==> src/rtl/assert_macros.svh <==
// Assertion macros used by the level meter RTL.
// Needs nothing else; included by the top level, which checks its own logic.
`ifndef ASSERT_MACROS_SVH
`define ASSERT_MACROS_SVH

// same-cycle implication, disabled while reset is low
`define ASSERT_IMP(label, clk, rst_n, ante, cons) \
    label: assert property (@(posedge clk) disable iff (!rst_n) (ante) |-> (cons)) \
        else $error("same-cycle check failed");

// next-cycle implication, disabled while reset is low
`define ASSERT_NXT(label, clk, rst_n, ante, cons) \
    label: assert property (@(posedge clk) disable iff (!rst_n) (ante) |=> (cons)) \
        else $error("next-cycle check failed");

`endif

==> src/rtl/apm_pkg.sv <==
// Types and constants of the peak level meter.
// Standalone; used by apm_ctrl, apm_dp and audio_peak_meter_decay_hold.
`default_nettype none

package apm_pkg;

    localparam int LEVEL_BITS = 16;
    localparam int LEVEL_W    = LEVEL_BITS + 1;
    localparam int POS_W      = 10;
    localparam int TIMER_W    = 16;
    localparam int DECAY_W    = 8;

    localparam int MARGIN_PX  = 6;
    localparam int HOLD_FLOOR = 3;
    localparam int LOG_K_Q20  = 105218;
    localparam int K_W        = 17;
    localparam int FRAC_BITS  = 16;
    localparam int STEP_W     = $clog2(FRAC_BITS);

    // log2 datapath widths
    localparam int MANT_Q     = 30;
    localparam int MANT_W     = MANT_Q + 1;
    localparam int SQ_W       = 2 * MANT_W;
    localparam int D_W        = $clog2(LEVEL_BITS + 1);
    localparam int NL_W       = D_W + FRAC_BITS;
    localparam int SK_W       = POS_W + K_W;
    localparam int P_W        = SK_W + NL_W;
    localparam int LOG_SHIFT  = 36;
    localparam int S36_W      = POS_W + LOG_SHIFT;
    localparam int A_W        = ((P_W > S36_W) ? P_W : S36_W) + 1;

    localparam logic [LEVEL_W-1:0] FULL_SCALE = {1'b1, {LEVEL_BITS{1'b0}}};

    // configuration port
    localparam int CFG_IDX_W  = 3;
    localparam int CFG_DATA_W = 16;

    localparam logic [CFG_IDX_W-1:0] CFG_METER_WIDTH = 3'd0;
    localparam logic [CFG_IDX_W-1:0] CFG_DB_MODE     = 3'd1;
    localparam logic [CFG_IDX_W-1:0] CFG_HOLD_ENABLE = 3'd2;
    localparam logic [CFG_IDX_W-1:0] CFG_DECAY_STEP  = 3'd3;
    localparam logic [CFG_IDX_W-1:0] CFG_HOLD_TICKS  = 3'd4;

    localparam logic [POS_W-1:0]   RST_METER_WIDTH = 10'd250;
    localparam logic [DECAY_W-1:0] RST_DECAY_STEP  = 8'd4;
    localparam logic [TIMER_W-1:0] RST_HOLD_TICKS  = 16'd3000;

    localparam logic KIND_LEVEL = 1'b0;
    localparam logic KIND_TICK  = 1'b1;

    typedef struct packed {
        logic               kind;
        logic               channel;
        logic [LEVEL_W-1:0] level;
    } t_in_item;

    typedef struct packed {
        logic             out_channel;
        logic [POS_W-1:0] bar_pos;
        logic [POS_W-1:0] hold_pos;
        logic             hold_reset;
    } t_out_item;

    typedef struct packed {
        logic load;
        logic norm;
        logic sqr;
        logic acc;
        logic scale;
        logic prod;
        logic map;
        logic apply;
        logic tick;
    } t_dp_cmd;

    typedef struct packed {
        logic kind;
        logic ch_ok;
        logic db;
        logic lvl_zero;
        logic normed;
        logic out_free;
    } t_dp_stat;

endpackage

`default_nettype wire

==> src/rtl/apm_ctrl.sv <==
// Sequencer of the peak level meter: accepts items and steps the datapath.
// Depends on apm_pkg.
`default_nettype none

module apm_ctrl (
    input  wire logic              i_clk,
    input  wire logic              i_rst_n,
    input  wire logic              i_in_valid,
    input  wire apm_pkg::t_dp_stat i_stat,
    output logic                   o_in_stall,
    output logic                   o_cfg_ready,
    output apm_pkg::t_dp_cmd       o_cmd
);

    typedef enum logic [9:0] {
        ST_IDLE   = 10'b00_0000_0001,
        ST_DECODE = 10'b00_0000_0010,
        ST_NORM   = 10'b00_0000_0100,
        ST_SQR    = 10'b00_0000_1000,
        ST_ACC    = 10'b00_0001_0000,
        ST_SCALE  = 10'b00_0010_0000,
        ST_PROD   = 10'b00_0100_0000,
        ST_MAP    = 10'b00_1000_0000,
        ST_APPLY  = 10'b01_0000_0000,
        ST_TICK   = 10'b10_0000_0000
    } t_state;

    localparam logic [apm_pkg::STEP_W-1:0] STEP_LAST =
        apm_pkg::STEP_W'(apm_pkg::FRAC_BITS - 1);

    t_state                     r_state, n_state;
    logic [apm_pkg::STEP_W-1:0] r_step, n_step;
    logic                       w_idle;

    assign w_idle      = (r_state == ST_IDLE);
    assign o_in_stall  = !w_idle;
    assign o_cfg_ready = w_idle;

    always_comb begin
        n_state = r_state;
        n_step  = r_step;
        o_cmd   = '0;
        case (r_state)
            ST_IDLE: begin
                if (i_in_valid) begin
                    o_cmd.load = 1'b1;
                    n_state    = ST_DECODE;
                end
            end
            ST_DECODE: begin
                if (i_stat.kind == apm_pkg::KIND_TICK) begin
                    n_state = ST_TICK;
                end else if (!i_stat.ch_ok) begin
                    n_state = ST_IDLE;
                end else if (!i_stat.db || i_stat.lvl_zero) begin
                    n_state = ST_MAP;
                end else begin
                    n_state = ST_NORM;
                end
            end
            ST_NORM: begin
                if (i_stat.normed) begin
                    n_step  = '0;
                    n_state = ST_SQR;
                end else begin
                    o_cmd.norm = 1'b1;
                end
            end
            ST_SQR: begin
                o_cmd.sqr = 1'b1;
                n_state   = ST_ACC;
            end
            ST_ACC: begin
                o_cmd.acc = 1'b1;
                if (r_step == STEP_LAST) begin
                    n_state = ST_SCALE;
                end else begin
                    n_step  = r_step + 1'b1;
                    n_state = ST_SQR;
                end
            end
            ST_SCALE: begin
                o_cmd.scale = 1'b1;
                n_state     = ST_PROD;
            end
            ST_PROD: begin
                o_cmd.prod = 1'b1;
                n_state    = ST_MAP;
            end
            ST_MAP: begin
                o_cmd.map = 1'b1;
                n_state   = ST_APPLY;
            end
            ST_APPLY: begin
                if (i_stat.out_free) begin
                    o_cmd.apply = 1'b1;
                    n_state     = ST_IDLE;
                end
            end
            ST_TICK: begin
                if (i_stat.out_free) begin
                    o_cmd.tick = 1'b1;
                    n_state    = ST_IDLE;
                end
            end
            default: begin
                n_state = ST_IDLE;
            end
        endcase
    end

    always_ff @(posedge i_clk) begin
        if (!i_rst_n) begin
            r_state <= ST_IDLE;
            r_step  <= '0;
        end else begin
            r_state <= n_state;
            r_step  <= n_step;
        end
    end

endmodule

`default_nettype wire

==> src/rtl/apm_dp.sv <==
// Datapath of the peak level meter: registers, log2 unit, mapping, falloff, hold.
// Depends on apm_pkg; driven by apm_ctrl commands.
`default_nettype none

module apm_dp #(
    parameter int CHANNELS = 2
) (
    input  wire logic                              i_clk,
    input  wire logic                              i_rst_n,
    input  wire apm_pkg::t_in_item                 i_in_item,
    input  wire apm_pkg::t_dp_cmd                  i_cmd,
    output apm_pkg::t_dp_stat                      o_stat,
    input  wire logic                              i_cfg_we,
    input  wire logic [apm_pkg::CFG_IDX_W-1:0]     i_cfg_index,
    input  wire logic [apm_pkg::CFG_DATA_W-1:0]    i_cfg_data,
    input  wire logic                              i_out_stall,
    output logic                                   o_out_valid,
    output apm_pkg::t_out_item                     o_out_item
);

    localparam int LB  = apm_pkg::LEVEL_BITS;
    localparam int LW  = apm_pkg::LEVEL_W;
    localparam int PSW = apm_pkg::POS_W;

    localparam logic [PSW-1:0] MARGIN = PSW'(apm_pkg::MARGIN_PX);
    localparam logic [PSW-1:0] FLOOR  = PSW'(apm_pkg::HOLD_FLOOR);
    localparam logic [apm_pkg::K_W-1:0] LOG_K = apm_pkg::K_W'(apm_pkg::LOG_K_Q20);

    // item registers
    logic                           r_kind;
    logic                           r_ch;
    logic [LW-1:0]                  r_level;
    logic [apm_pkg::MANT_W-1:0]     r_mant;
    logic [apm_pkg::D_W-1:0]        r_d;
    logic [apm_pkg::FRAC_BITS-1:0]  r_frac;
    logic [apm_pkg::SQ_W-1:0]       r_prod;
    logic [apm_pkg::SK_W-1:0]       r_sk;
    logic [apm_pkg::NL_W-1:0]       r_nl;
    logic [apm_pkg::P_W-1:0]        r_p;
    logic [PSW-1:0]                 r_pos;

    // configuration
    logic [PSW-1:0]                 r_meter_width;
    logic                           r_db_mode;
    logic                           r_hold_en;
    logic [apm_pkg::DECAY_W-1:0]    r_decay;
    logic [apm_pkg::TIMER_W-1:0]    r_hold_ticks;

    // meter state
    logic [PSW-1:0]                 r_bar  [CHANNELS];
    logic [PSW-1:0]                 r_hold [CHANNELS];
    logic [apm_pkg::TIMER_W-1:0]    r_timer;
    logic                           r_running;

    logic                           r_out_valid;
    apm_pkg::t_out_item             r_out_item;

    logic [LW-1:0]                  w_lvl_sat;
    logic [PSW-1:0]                 w_span;
    logic [apm_pkg::SQ_W-apm_pkg::MANT_Q-1:0] w_sq;
    logic [LW+PSW-1:0]              w_lin;
    logic [apm_pkg::A_W-1:0]        w_diff;
    logic [PSW-1:0]                 w_map_pos;
    logic [PSW-1:0]                 w_old;
    logic [PSW-1:0]                 w_dropped;
    logic [PSW-1:0]                 w_bar;
    logic                           w_hold_up;
    logic [PSW-1:0]                 w_hold_out;
    logic [apm_pkg::TIMER_W-1:0]    w_t_next;
    logic [apm_pkg::TIMER_W-1:0]    w_limit;
    logic                           w_expire;
    logic                           w_out_free;

    assign w_lvl_sat = (i_in_item.level > apm_pkg::FULL_SCALE) ?
                       apm_pkg::FULL_SCALE : i_in_item.level;
    assign w_span    = (r_meter_width > MARGIN) ? (r_meter_width - MARGIN) : '0;
    assign w_sq      = r_prod[apm_pkg::SQ_W-1:apm_pkg::MANT_Q];
    assign w_lin     = r_level * w_span;
    assign w_diff    = apm_pkg::A_W'({w_span, {apm_pkg::LOG_SHIFT{1'b0}}})
                     - apm_pkg::A_W'(r_p);

    always_comb begin
        if (!r_db_mode) begin
            w_map_pos = w_lin[LB+PSW-1:LB];
        end else if (r_level == '0) begin
            w_map_pos = '0;
        end else if (w_diff[apm_pkg::A_W-1]) begin
            w_map_pos = FLOOR;
        end else begin
            w_map_pos = w_diff[apm_pkg::LOG_SHIFT+PSW-1:apm_pkg::LOG_SHIFT];
        end
    end

    // falloff and hold
    assign w_old     = r_bar[r_ch];
    assign w_dropped = (w_old > PSW'(r_decay)) ? (w_old - PSW'(r_decay)) : '0;
    assign w_bar     = (r_pos >= w_old) ? r_pos :
                       ((w_dropped > r_pos) ? w_dropped : r_pos);
    assign w_hold_up = r_hold_en && (w_bar > r_hold[r_ch]);
    assign w_hold_out = !r_hold_en ? '0 : (w_hold_up ? w_bar : r_hold[r_ch]);

    // hold timer
    assign w_t_next = r_timer + 1'b1;
    assign w_limit  = (r_hold_ticks == '0) ? apm_pkg::TIMER_W'(1) : r_hold_ticks;
    assign w_expire = r_running && (w_t_next >= w_limit);

    assign w_out_free = !r_out_valid || !i_out_stall;

    assign o_stat.kind     = r_kind;
    assign o_stat.ch_ok    = (int'(r_ch) < CHANNELS);
    assign o_stat.db       = r_db_mode;
    assign o_stat.lvl_zero = (r_level == '0);
    assign o_stat.normed   = r_mant[apm_pkg::MANT_W-1];
    assign o_stat.out_free = w_out_free;

    assign o_out_valid = r_out_valid;
    assign o_out_item  = r_out_item;

    always_ff @(posedge i_clk) begin
        if (i_cmd.load) begin
            r_kind  <= i_in_item.kind;
            r_ch    <= i_in_item.channel;
            r_level <= w_lvl_sat;
            r_mant  <= {w_lvl_sat, {(apm_pkg::MANT_Q - LB){1'b0}}};
            r_d     <= '0;
            r_frac  <= '0;
        end
        if (i_cmd.norm) begin
            r_mant <= {r_mant[apm_pkg::MANT_W-2:0], 1'b0};
            r_d    <= r_d + 1'b1;
        end
        if (i_cmd.sqr) begin
            r_prod <= r_mant * r_mant;
        end
        if (i_cmd.acc) begin
            r_mant <= w_sq[apm_pkg::MANT_W] ? w_sq[apm_pkg::MANT_W:1]
                                            : w_sq[apm_pkg::MANT_W-1:0];
            r_frac <= {r_frac[apm_pkg::FRAC_BITS-2:0], w_sq[apm_pkg::MANT_W]};
        end
        if (i_cmd.scale) begin
            r_sk <= w_span * LOG_K;
            r_nl <= {r_d, {apm_pkg::FRAC_BITS{1'b0}}} - apm_pkg::NL_W'(r_frac);
        end
        if (i_cmd.prod) begin
            r_p <= r_sk * r_nl;
        end
        if (i_cmd.map) begin
            r_pos <= w_map_pos;
        end
        if (i_cmd.apply) begin
            r_out_item.out_channel <= r_ch;
            r_out_item.bar_pos     <= w_bar;
            r_out_item.hold_pos    <= w_hold_out;
            r_out_item.hold_reset  <= 1'b0;
        end else if (i_cmd.tick && w_expire) begin
            r_out_item.out_channel <= 1'b0;
            r_out_item.bar_pos     <= '0;
            r_out_item.hold_pos    <= FLOOR;
            r_out_item.hold_reset  <= 1'b1;
        end
    end

    always_ff @(posedge i_clk) begin
        if (!i_rst_n) begin
            r_meter_width <= apm_pkg::RST_METER_WIDTH;
            r_db_mode     <= 1'b0;
            r_hold_en     <= 1'b1;
            r_decay       <= apm_pkg::RST_DECAY_STEP;
            r_hold_ticks  <= apm_pkg::RST_HOLD_TICKS;
            for (int i = 0; i < CHANNELS; i++) begin
                r_bar[i]  <= '0;
                r_hold[i] <= FLOOR;
            end
            r_timer     <= '0;
            r_running   <= 1'b0;
            r_out_valid <= 1'b0;
        end else begin
            if (i_cfg_we) begin
                case (i_cfg_index)
                    apm_pkg::CFG_METER_WIDTH: r_meter_width <= i_cfg_data[PSW-1:0];
                    apm_pkg::CFG_DB_MODE: begin
                        r_db_mode <= i_cfg_data[0];
                        for (int i = 0; i < CHANNELS; i++) begin
                            r_bar[i]  <= '0;
                            r_hold[i] <= FLOOR;
                        end
                        r_timer   <= '0;
                        r_running <= 1'b0;
                    end
                    apm_pkg::CFG_HOLD_ENABLE: r_hold_en <= i_cfg_data[0];
                    apm_pkg::CFG_DECAY_STEP:  r_decay <= i_cfg_data[apm_pkg::DECAY_W-1:0];
                    apm_pkg::CFG_HOLD_TICKS:  r_hold_ticks <= i_cfg_data;
                    default: ;
                endcase
            end
            if (i_cmd.apply) begin
                r_bar[r_ch] <= w_bar;
                if (w_hold_up) begin
                    r_hold[r_ch] <= w_bar;
                    r_timer      <= '0;
                    r_running    <= 1'b1;
                end
            end
            if (i_cmd.tick && r_running) begin
                if (w_expire) begin
                    for (int i = 0; i < CHANNELS; i++) begin
                        r_hold[i] <= FLOOR;
                    end
                    r_timer   <= '0;
                    r_running <= 1'b0;
                end else begin
                    r_timer <= w_t_next;
                end
            end
            if (i_cmd.apply || (i_cmd.tick && w_expire)) begin
                r_out_valid <= 1'b1;
            end else if (!i_out_stall) begin
                r_out_valid <= 1'b0;
            end
        end
    end

endmodule

`default_nettype wire

==> src/rtl/audio_peak_meter_decay_hold.sv <==
// Two-channel peak level meter with bar falloff and shared peak hold timer.
// Top level; depends on apm_pkg, apm_ctrl, apm_dp and assert_macros.svh.
//
// Input channel (i_in_valid / o_in_stall / i_in_item): a level item carries
// one channel's peak as a fraction of full scale; a tick item advances the
// millisecond hold timer. One item is in work at a time; o_in_stall is low
// only while the sequencer is idle.
// Output channel (o_out_valid / i_out_stall / o_out_item): one result per
// level item of a present channel, and one per tick that expires the hold.
// From accept to result, a tick passes the decode and tick states; a linear or zero
// level passes decode, map and apply; a dB level passes decode, then the log2
// unit, scale, product, map and apply. The log2 unit normalizes the mantissa one
// bit at a time, then makes 16 squarings on one 31 x 31 multiplier, each followed
// by an accumulate step.
// A finished result sits in the output register while the next item is
// accepted; a stalled receiver holds that result and blocks the next one.
// Configuration (i_cfg_valid / o_cfg_ready) is taken only while idle.
// Reset loads register defaults, clears bars, sets holds to 3, stops the timer.
`default_nettype none
`include "assert_macros.svh"

module audio_peak_meter_decay_hold #(
    parameter int CHANNELS = 2
) (
    input  wire logic                           i_clk,
    input  wire logic                           i_rst_n,
    input  wire logic                           i_in_valid,
    output logic                                o_in_stall,
    input  wire apm_pkg::t_in_item              i_in_item,
    output logic                                o_out_valid,
    input  wire logic                           i_out_stall,
    output apm_pkg::t_out_item                  o_out_item,
    input  wire logic                           i_cfg_valid,
    output logic                                o_cfg_ready,
    input  wire logic [apm_pkg::CFG_IDX_W-1:0]  i_cfg_index,
    input  wire logic [apm_pkg::CFG_DATA_W-1:0] i_cfg_data
);

    apm_pkg::t_dp_cmd  w_cmd;
    apm_pkg::t_dp_stat w_stat;
    logic              w_cfg_we;

    assign w_cfg_we = i_cfg_valid && o_cfg_ready;

    apm_ctrl u_ctrl (
        .i_clk       (i_clk),
        .i_rst_n     (i_rst_n),
        .i_in_valid  (i_in_valid),
        .i_stat      (w_stat),
        .o_in_stall  (o_in_stall),
        .o_cfg_ready (o_cfg_ready),
        .o_cmd       (w_cmd)
    );

    apm_dp #(
        .CHANNELS (CHANNELS)
    ) u_dp (
        .i_clk       (i_clk),
        .i_rst_n     (i_rst_n),
        .i_in_item   (i_in_item),
        .i_cmd       (w_cmd),
        .o_stat      (w_stat),
        .i_cfg_we    (w_cfg_we),
        .i_cfg_index (i_cfg_index),
        .i_cfg_data  (i_cfg_data),
        .i_out_stall (i_out_stall),
        .o_out_valid (o_out_valid),
        .o_out_item  (o_out_item)
    );

    `ASSERT_NXT(a_busy_after_accept, i_clk, i_rst_n, i_in_valid && !o_in_stall, o_in_stall)
    `ASSERT_IMP(a_one_cmd, i_clk, i_rst_n, 1'b1, $onehot0(w_cmd))
    `ASSERT_IMP(a_hold_reset_form, i_clk, i_rst_n,
        o_out_valid && o_out_item.hold_reset,
        o_out_item.bar_pos == '0 && !o_out_item.out_channel &&
        o_out_item.hold_pos == apm_pkg::POS_W'(apm_pkg::HOLD_FLOOR))
    `ASSERT_NXT(a_result_held, i_clk, i_rst_n,
        o_out_valid && i_out_stall, o_out_valid && $stable(o_out_item))

endmodule

`default_nettype wire

==> config.mk <==
export PLATFORM = sky130hd
export DESIGN_NAME = audio_peak_meter_decay_hold
export DESIGN_NICKNAME = d
export VERILOG_FILES = /design/src/rtl/apm_pkg.sv /design/src/rtl/apm_ctrl.sv /design/src/rtl/apm_dp.sv /design/src/rtl/audio_peak_meter_decay_hold.sv
export VERILOG_INCLUDE_DIRS = /design/src /design/src/rtl
export SDC_FILE = /design/constraint.sdc
export NUM_CORES = 2
export LEC_CHECK = 0
export BUFFER_PORTS_ARGS = -buffer_cell sky130_fd_sc_hd__buf_2
export CORE_UTILIZATION = 60
export DETAILED_ROUTE_END_ITERATION = 6
export GPL_ROUTABILITY_DRIVEN = 0
export PLACE_DENSITY = 0.76
export SLEW_MARGIN = 20
export SYNTH_ARGS = -nofsm -noshare
export SYNTH_HDL_FRONTEND = slang
export SYNTH_SLANG_ARGS = --single-unit
==> constraint.sdc <==
create_clock -name i_clk -period 20.1 [get_ports i_clk]
set_clock_uncertainty 0.2 [all_clocks]
set_input_delay 2.01 -clock i_clk [delete_from_list [all_inputs] [get_ports i_clk]]
set_output_delay 2.01 -clock i_clk [all_outputs]
set_load 0.02 [all_outputs]
### Word level (Yosys, flattened, before mapping)

Memory sizes are Yosys's and may differ from the RTL's. A register that Yosys moved wholly into a read port is not among the register bits.
Index checks and enable logic that the tools add are counted.

| storage, ports and cells | value |
|---|---|
| bits in registers | 327 |
| bits in latches | 0 |
| RAM bits | 40 |
| memory bits (read-only) | 0 |
| bits of input ports | 43 |
| output and inout port bits | 25 |
| word-level logic and storage cells | 188 |
| memories kept | 2 |

Memories:

| memory | depth | bits a word | rd ports | clocked after Yosys merged registers in | wr ports | RTL line | text |
|---|---|---|---|---|---|---|---|
| u_dp.r_bar | 2 | 10 | 1 | 1 | 2 | apm_dp.sv:50 | `logic [PSW-1:0] r_bar [CHANNELS];` |
| u_dp.r_hold | 2 | 10 | 1 | 1 | 2 | apm_dp.sv:51 | `logic [PSW-1:0] r_hold [CHANNELS];` |

| cells by class | value |
|---|---|
| add/subtract/negate cells | 7 |
| multipliers | 4 |
| divide/modulo/power cells | 0 |
| $lt $le $gt $ge | 7 |
| eq/ne operators | 20 |
| shift-type cells | 0 |
| mux-type cells | 87 |
| bitwise gates (word level) | 6 |
| reduce and logical (&&, ||, !) cells | 30 |

Operator list:

| cell | number |
|---|---|
| 10-bit two-way mux | 21 |
| 16-bit two-way mux | 9 |
| 31-bit two-way mux | 4 |
| 10-bit case mux with 9 select lines | 1 |
| 31-bit by 31-bit multiplier with 62-bit output | 1 |
| 46-bit by 48-bit subtractor with 49-bit output | 1 |
| 26-bit by 21-bit multiplier with 47-bit output | 1 |
| 22-bit two-way mux | 2 |
| 1-bit two-way mux | 42 |
| 10-bit by 16-bit multiplier with 26-bit output, second input constant | 1 |
| 17-bit by 10-bit multiplier with 26-bit output | 1 |
| 21-bit by 16-bit subtractor with 21-bit output | 1 |
| 10-bit greater-than comparator | 2 |
| 10-bit OR reduction | 2 |
| 17-bit greater-than comparator, second input constant | 1 |
| 17-bit zero test | 1 |
| 17-bit two-way mux | 1 |
| 16-bit by 1-bit adder with 16-bit output, second input constant | 1 |
| 16-bit greater-or-equal comparator | 1 |
| 16-bit zero test | 1 |
| 10-bit by 1-bit == test with 1-bit output, second input constant | 1 |
| 10-bit == test, second input constant | 1 |
| 10-bit by 2-bit == test with 1-bit output, second input constant | 1 |
| 10-bit by 3-bit == test with 1-bit output, second input constant | 1 |
| 34 further kinds | 62 |

### Depth between registers and ports, before layout

| logic depth | value |
|---|---|
| word-level depth | 13 |
| gate-level depth with buffers | 35 |
| mapped depth without buffers | 32 |

### Cells and area by module

From an unflattened synthesis, not the netlist that was laid out.

| second synthesis, totals | value |
|---|---|
| cells, all modules | 6,971 |
| area total of the unflattened synthesis | 66,183.5 µm² |

Modules (own cells, without submodules):

| module | instances | cells an instance | area an instance (µm²) | sequential area each (µm²) |
|---|---|---|---|---|
| apm_dp | 1 | 6,867 | 65,308.9 | 8,968.6 |
| apm_ctrl | 1 | 103 | 868.3 | 280.3 |
| audio_peak_meter_decay_hold | 1 | 1 | 6.3 | 0.0 |

### Worst setup path after synthesis

Ideal clock, no wire load.

| timing path | value |
|---|---|
| path kind | flip-flop to flip-flop |
| from | reg u_dp.r_mant[12] (netlist name) |
| to | reg u_dp.r_prod[47] (netlist name), data pin |
| library setup time | 0.262 ns |
| data arrival time | 7.378 ns |
| data required time | 19.638 ns |
| path slack | 12.260 ns |
| cell stages (with the launch flop) | 29 |
| buffers on the path | 3 |
| clock period less this slack | 7.840 ns |
| cell sequence | edfxtp_1 clkbuf_1 clkbuf_1 nand2_1 fa_1 fa_1 inv_1 fa_1 inv_1 fa_1 inv_1 fa_1 fa_1 fa_1 inv_1 fa_1 inv_1 ha_1 clkbuf_1 a21oi_1 o21ai_0 a221oi_1 nand4b_1 o221ai_1 o22ai_1 a21o_1 a21oi_1 o21ai_1 xor2_1 |

| on the way | value |
|---|---|
| word-level cells in the longest chain between the ends | 1 |

RTL lines:

| element | RTL line | text |
|---|---|---|
| start, declared | apm_dp.sv:33 | `logic [apm_pkg::MANT_W-1:0] r_mant;` |
| start signal, assigned | apm_dp.sv:124 | `r_mant <= {w_lvl_sat, {(apm_pkg::MANT_Q - LB){1'b0}}};` |
| start signal, assigned | apm_dp.sv:129 | `r_mant <= {r_mant[apm_pkg::MANT_W-2:0], 1'b0};` |
| start signal, assigned | apm_dp.sv:136 | `r_mant <= w_sq[apm_pkg::MANT_W] ? w_sq[apm_pkg::MANT_W:1]` |
| 31-bit by 31-bit multiplier with 62-bit output | apm_dp.sv:133 | `r_prod <= r_mant * r_mant;` |
| end signal, assigned | apm_dp.sv:133 |  |
| end, declared | apm_dp.sv:36 | `logic [apm_pkg::SQ_W-1:0] r_prod;` |

No other way between the ends.
A chain may end at the register's enable or synchronous reset.

### Worst setup path after layout

| timing path | value |
|---|---|
| from | reg u_dp.r_mant[23] (netlist name) |
| to | reg u_dp.r_prod[49] (netlist name), data pin |

The elaborated chain is that of the path after synthesis.

==> impl_metrics.toml <==
[setup_path]
end_kind = "flop"
cp.arrival_ns = 9.32
ff2ff_path_depth = 26
reg2reg_slack_ns = 10.93
path_common_cell = "fa_1"
cp_max_fo = 17
worst_r2r_endpoint = "u_dp.r_prod[49]$_DFFE_PP_"
cp.required_ns = 20.25
reg2reg_from = "u_dp.r_mant[23]$_DFFE_PP_"
path_class = "flop to flop"
start_kind = "flop"
max_stage_delay_ns = 0.77
critPathSlowestCell = "edfxtp_1"

[yosys]
synth_top_family_by_area = "adder cells"
synth_edf_count = 268
yosysSeqAreaShare_pct = 14.4
synth_xor_area_share_pct = 2.29
syn_avg_cell_area_sq_um = 9.60
netlist_instances = 6855
synth_mux_area_share_pct = 0.875
synth_nets = 8851
synth-simple-area-share_pct = 13.9
ys_ff_latch = 338
synth_compound_area_share_pct = 4.94
synth_cell_types = 90
synthArstFlopShare_pct = 0
yosysWarnings = 0
synthFlopType = "edfxtp_1"
synthAdderAreaFrac_pct = 52.5
netlist_area_sq_um = 65800

[floorplan]
dieArea_sq_um = 111000
ioPinCount = 68
die_w_um = 333
rows = 121
fp.coreArea_sq_um = 109000
start_util_pct = 60.4
die_h_um = 333

[clocking]
htreeDepth = 2
clkLatencyLatePin_ns = 0.59
cts_made_buffers = 40
clockBufferDepth = 3
path_clk_slew_ns = 0.06
cts_tree = "built"
ctsResizeCount = 0
ctsRootBufferMaster = "clkbuf_16"
cts_hold_buffers = 0
clock-sinks = 338
cts_setup_buffers = 0

[timing]
setup_slack_ns = 10.93
slew_viol_final = 0
hold_viol_final = 0
setup_violations = 0
tightest_slew_ns = 1.05
fmax_ghz = 0.109
min_period_ns = 9.17
rsz0062_at_grt = "no"
setup_tns_ns = 0
slew_headroom_pct = 29.7
min_period_over_period_pct = 45.6

[flow_run]
cap_violations = 0

[drt]
wl_met3_mm = 13.4
drtPass1Iterations = 6
wirelength_mm = 160
top_layer_used = "met4"
num_vias = 46300
routed-wl-met2_mm = 76.7
m1WireLength_mm = 63.0
ant_nets = 0
drc = 0
wl_per_cell_um = 19.5
viasPerCell = 5.62
drt_iter0_markers = 3238

[global_routing]
track_usage_pct = 30.1
grt.overflow.total = 0
grt_pass1_vias = 50700
grt_pass1_wl_mm = 263
antenna_found_initial = 1
grt_max_degree = 55

[place]
io_buffers = 67
post-place-ws_ns = 11.05
dpl.hpwl_mm = 124

[hold_path]
min_to = "u_dp.o_out_item[0]$_SDFFE_PP0P_"
hold_class = "flop to flop"
hold_path_depth = 2
min-delay-start = "u_dp.o_out_item[0]$_SDFFE_PP0P_"

[outcome]
status = "finished, final reports clean"

[finish]
syn_to_final_growth_pct = 4.86
finalNetCount = 8785
drive_gt1_share_pct = 4.34
[metrics by stage]
stage,hold slack (ns),area (sq um),utilization [%],cells
after floorplan,0.232,65800,-,6855
after global placement,0.231,67600,62.1,8160
after detailed placement,0.238,67600,62.1,8160
after CTS,0.248,69000,63.4,8233
after global routing,0.281,69000,63.4,8234
final,0.246,69000,63.4,8238
[how the worst max path moves through the flow]
stage	start	endpoint	slack [ns]	depth (start not counted)
after floorplan	u_dp.r_mant[12]$_DFFE_PP_	u_dp.r_prod[47]$_DFFE_PP_	12.26	28
after global placement	u_dp.r_mant[21]$_DFFE_PP_	u_dp.r_prod[47]$_DFFE_PP_	11.30	26
after detailed placement	u_dp.r_mant[23]$_DFFE_PP_	u_dp.r_prod[49]$_DFFE_PP_	11.05	26
after CTS	u_dp.r_mant[23]$_DFFE_PP_	u_dp.r_prod[49]$_DFFE_PP_	11.03	26
after global routing	u_dp.r_mant[23]$_DFFE_PP_	u_dp.r_prod[49]$_DFFE_PP_	10.52	26
final	u_dp.r_mant[23]$_DFFE_PP_	u_dp.r_prod[49]$_DFFE_PP_	10.93	26
[cells in the mapped netlist (all sizes together) (11+ instances only)]
cell type | n | area, sq um
nand3 | 49 | 245
edfxtp | 268 | 8050
fa | 1347 | 27000
nor2 | 213 | 802
nor3 | 38 | 211
a211oi | 34 | 260
dfxtp | 70 | 1400
xor2 | 66 | 578
a21oi | 145 | 763
nor2b | 51 | 319
xnor2 | 106 | 928
nor4 | 34 | 262
clkbuf | 262 | 983
nand4 | 29 | 181
o211ai | 18 | 135
o21a | 17 | 129
nand2b | 34 | 213
ha | 606 | 7580
and2 | 448 | 2810
mux2i | 53 | 531
or3 | 11 | 68.8
and3 | 39 | 244
inv | 1661 | 6230
nand2 | 925 | 3470
o21ai | 85 | 425
a21o | 63 | 473
o21bai | 11 | 82.6
a31oi | 43 | 325
[metal layers]
layer / up-vias / global-route usage [%]
li1: 20600 / -
met1: 23400 / 39.1
met2: 1871 / 49.9
met3: 412 / 5.79
met4: 0 / 12.3
met5: - / 0
[critical path: cells and delay by family (launching register included)]
kind | cells | cell delay (ns)
adder cells (fa/ha/maj) | 9 | 4.32
AO/OA/AOI/OAI | 7 | 1.71
buffers and inverters | 6 | 0.92
AND/OR/NAND/NOR | 3 | 0.87
flip-flops | 1 | 0.77
XOR/XNOR | 1 | 0.12
[cell usage in the layout (no fill, tap or decap), drive strengths merged, types with 53 or more instances in the layout]
cell type,n
and2,448
nand2,925
ha,606
dfxtp,70
mux2i,53
o21ai,85
a21o,63
inv,1663
xor2,66
xnor2,106
edfxtp,268
nor2,213
a21oi,145
buf,163
fa,1347
[registers in the layout, indices dropped and copies added, names as in the netlist, 4 cells and up, named ones only]
name / flops
u_dp.r_pos: 10
u_dp.o_out_item: 22
u_dp.r_level: 17
u_ctrl.r_state: 10
u_dp.r_d: 5
u_ctrl.r_step: 4
u_dp.r_sk: 26
u_dp.r_hold_ticks: 16
u_dp.r_timer: 16
u_dp.r_frac: 16
u_dp.r_hold: 20
u_dp.r_p: 47
u_dp.r_bar: 20
u_dp.r_nl: 21
u_dp.r_decay: 8
u_dp.r_meter_width: 10
u_dp.r_prod: 32
u_dp.r_mant: 31
[cell families (layout without fill, tap and decap cells)]
logic type | after synthesis | after routing
other cells | 0 | 4
fa+ha+maj | 1953 | 1953
compound gates | 485 | 485
xor+xnor | 172 | 172
buf+inv | 1936 | 1901
flops | 338 | 338
simple gates | 1914 | 1914
mux | 57 | 57
[area by class of cell]
class                           count  area, sq um
Sequential cell                   338         9450
Fill cell                        8606        39900
Multi-Input combinational cell   4581        49100
Inverter                         1664         6250
Timing Repair Buffer              164         1060
Antenna cell                        4         10.0
Clock buffer                       48         1060
Tap cell                         1414         1770
Clock inverter                     25          305
Power is left out: the tool's default activity adds up to more than one toggle a clock period on the data nets, which glitch-free logic cannot reach.
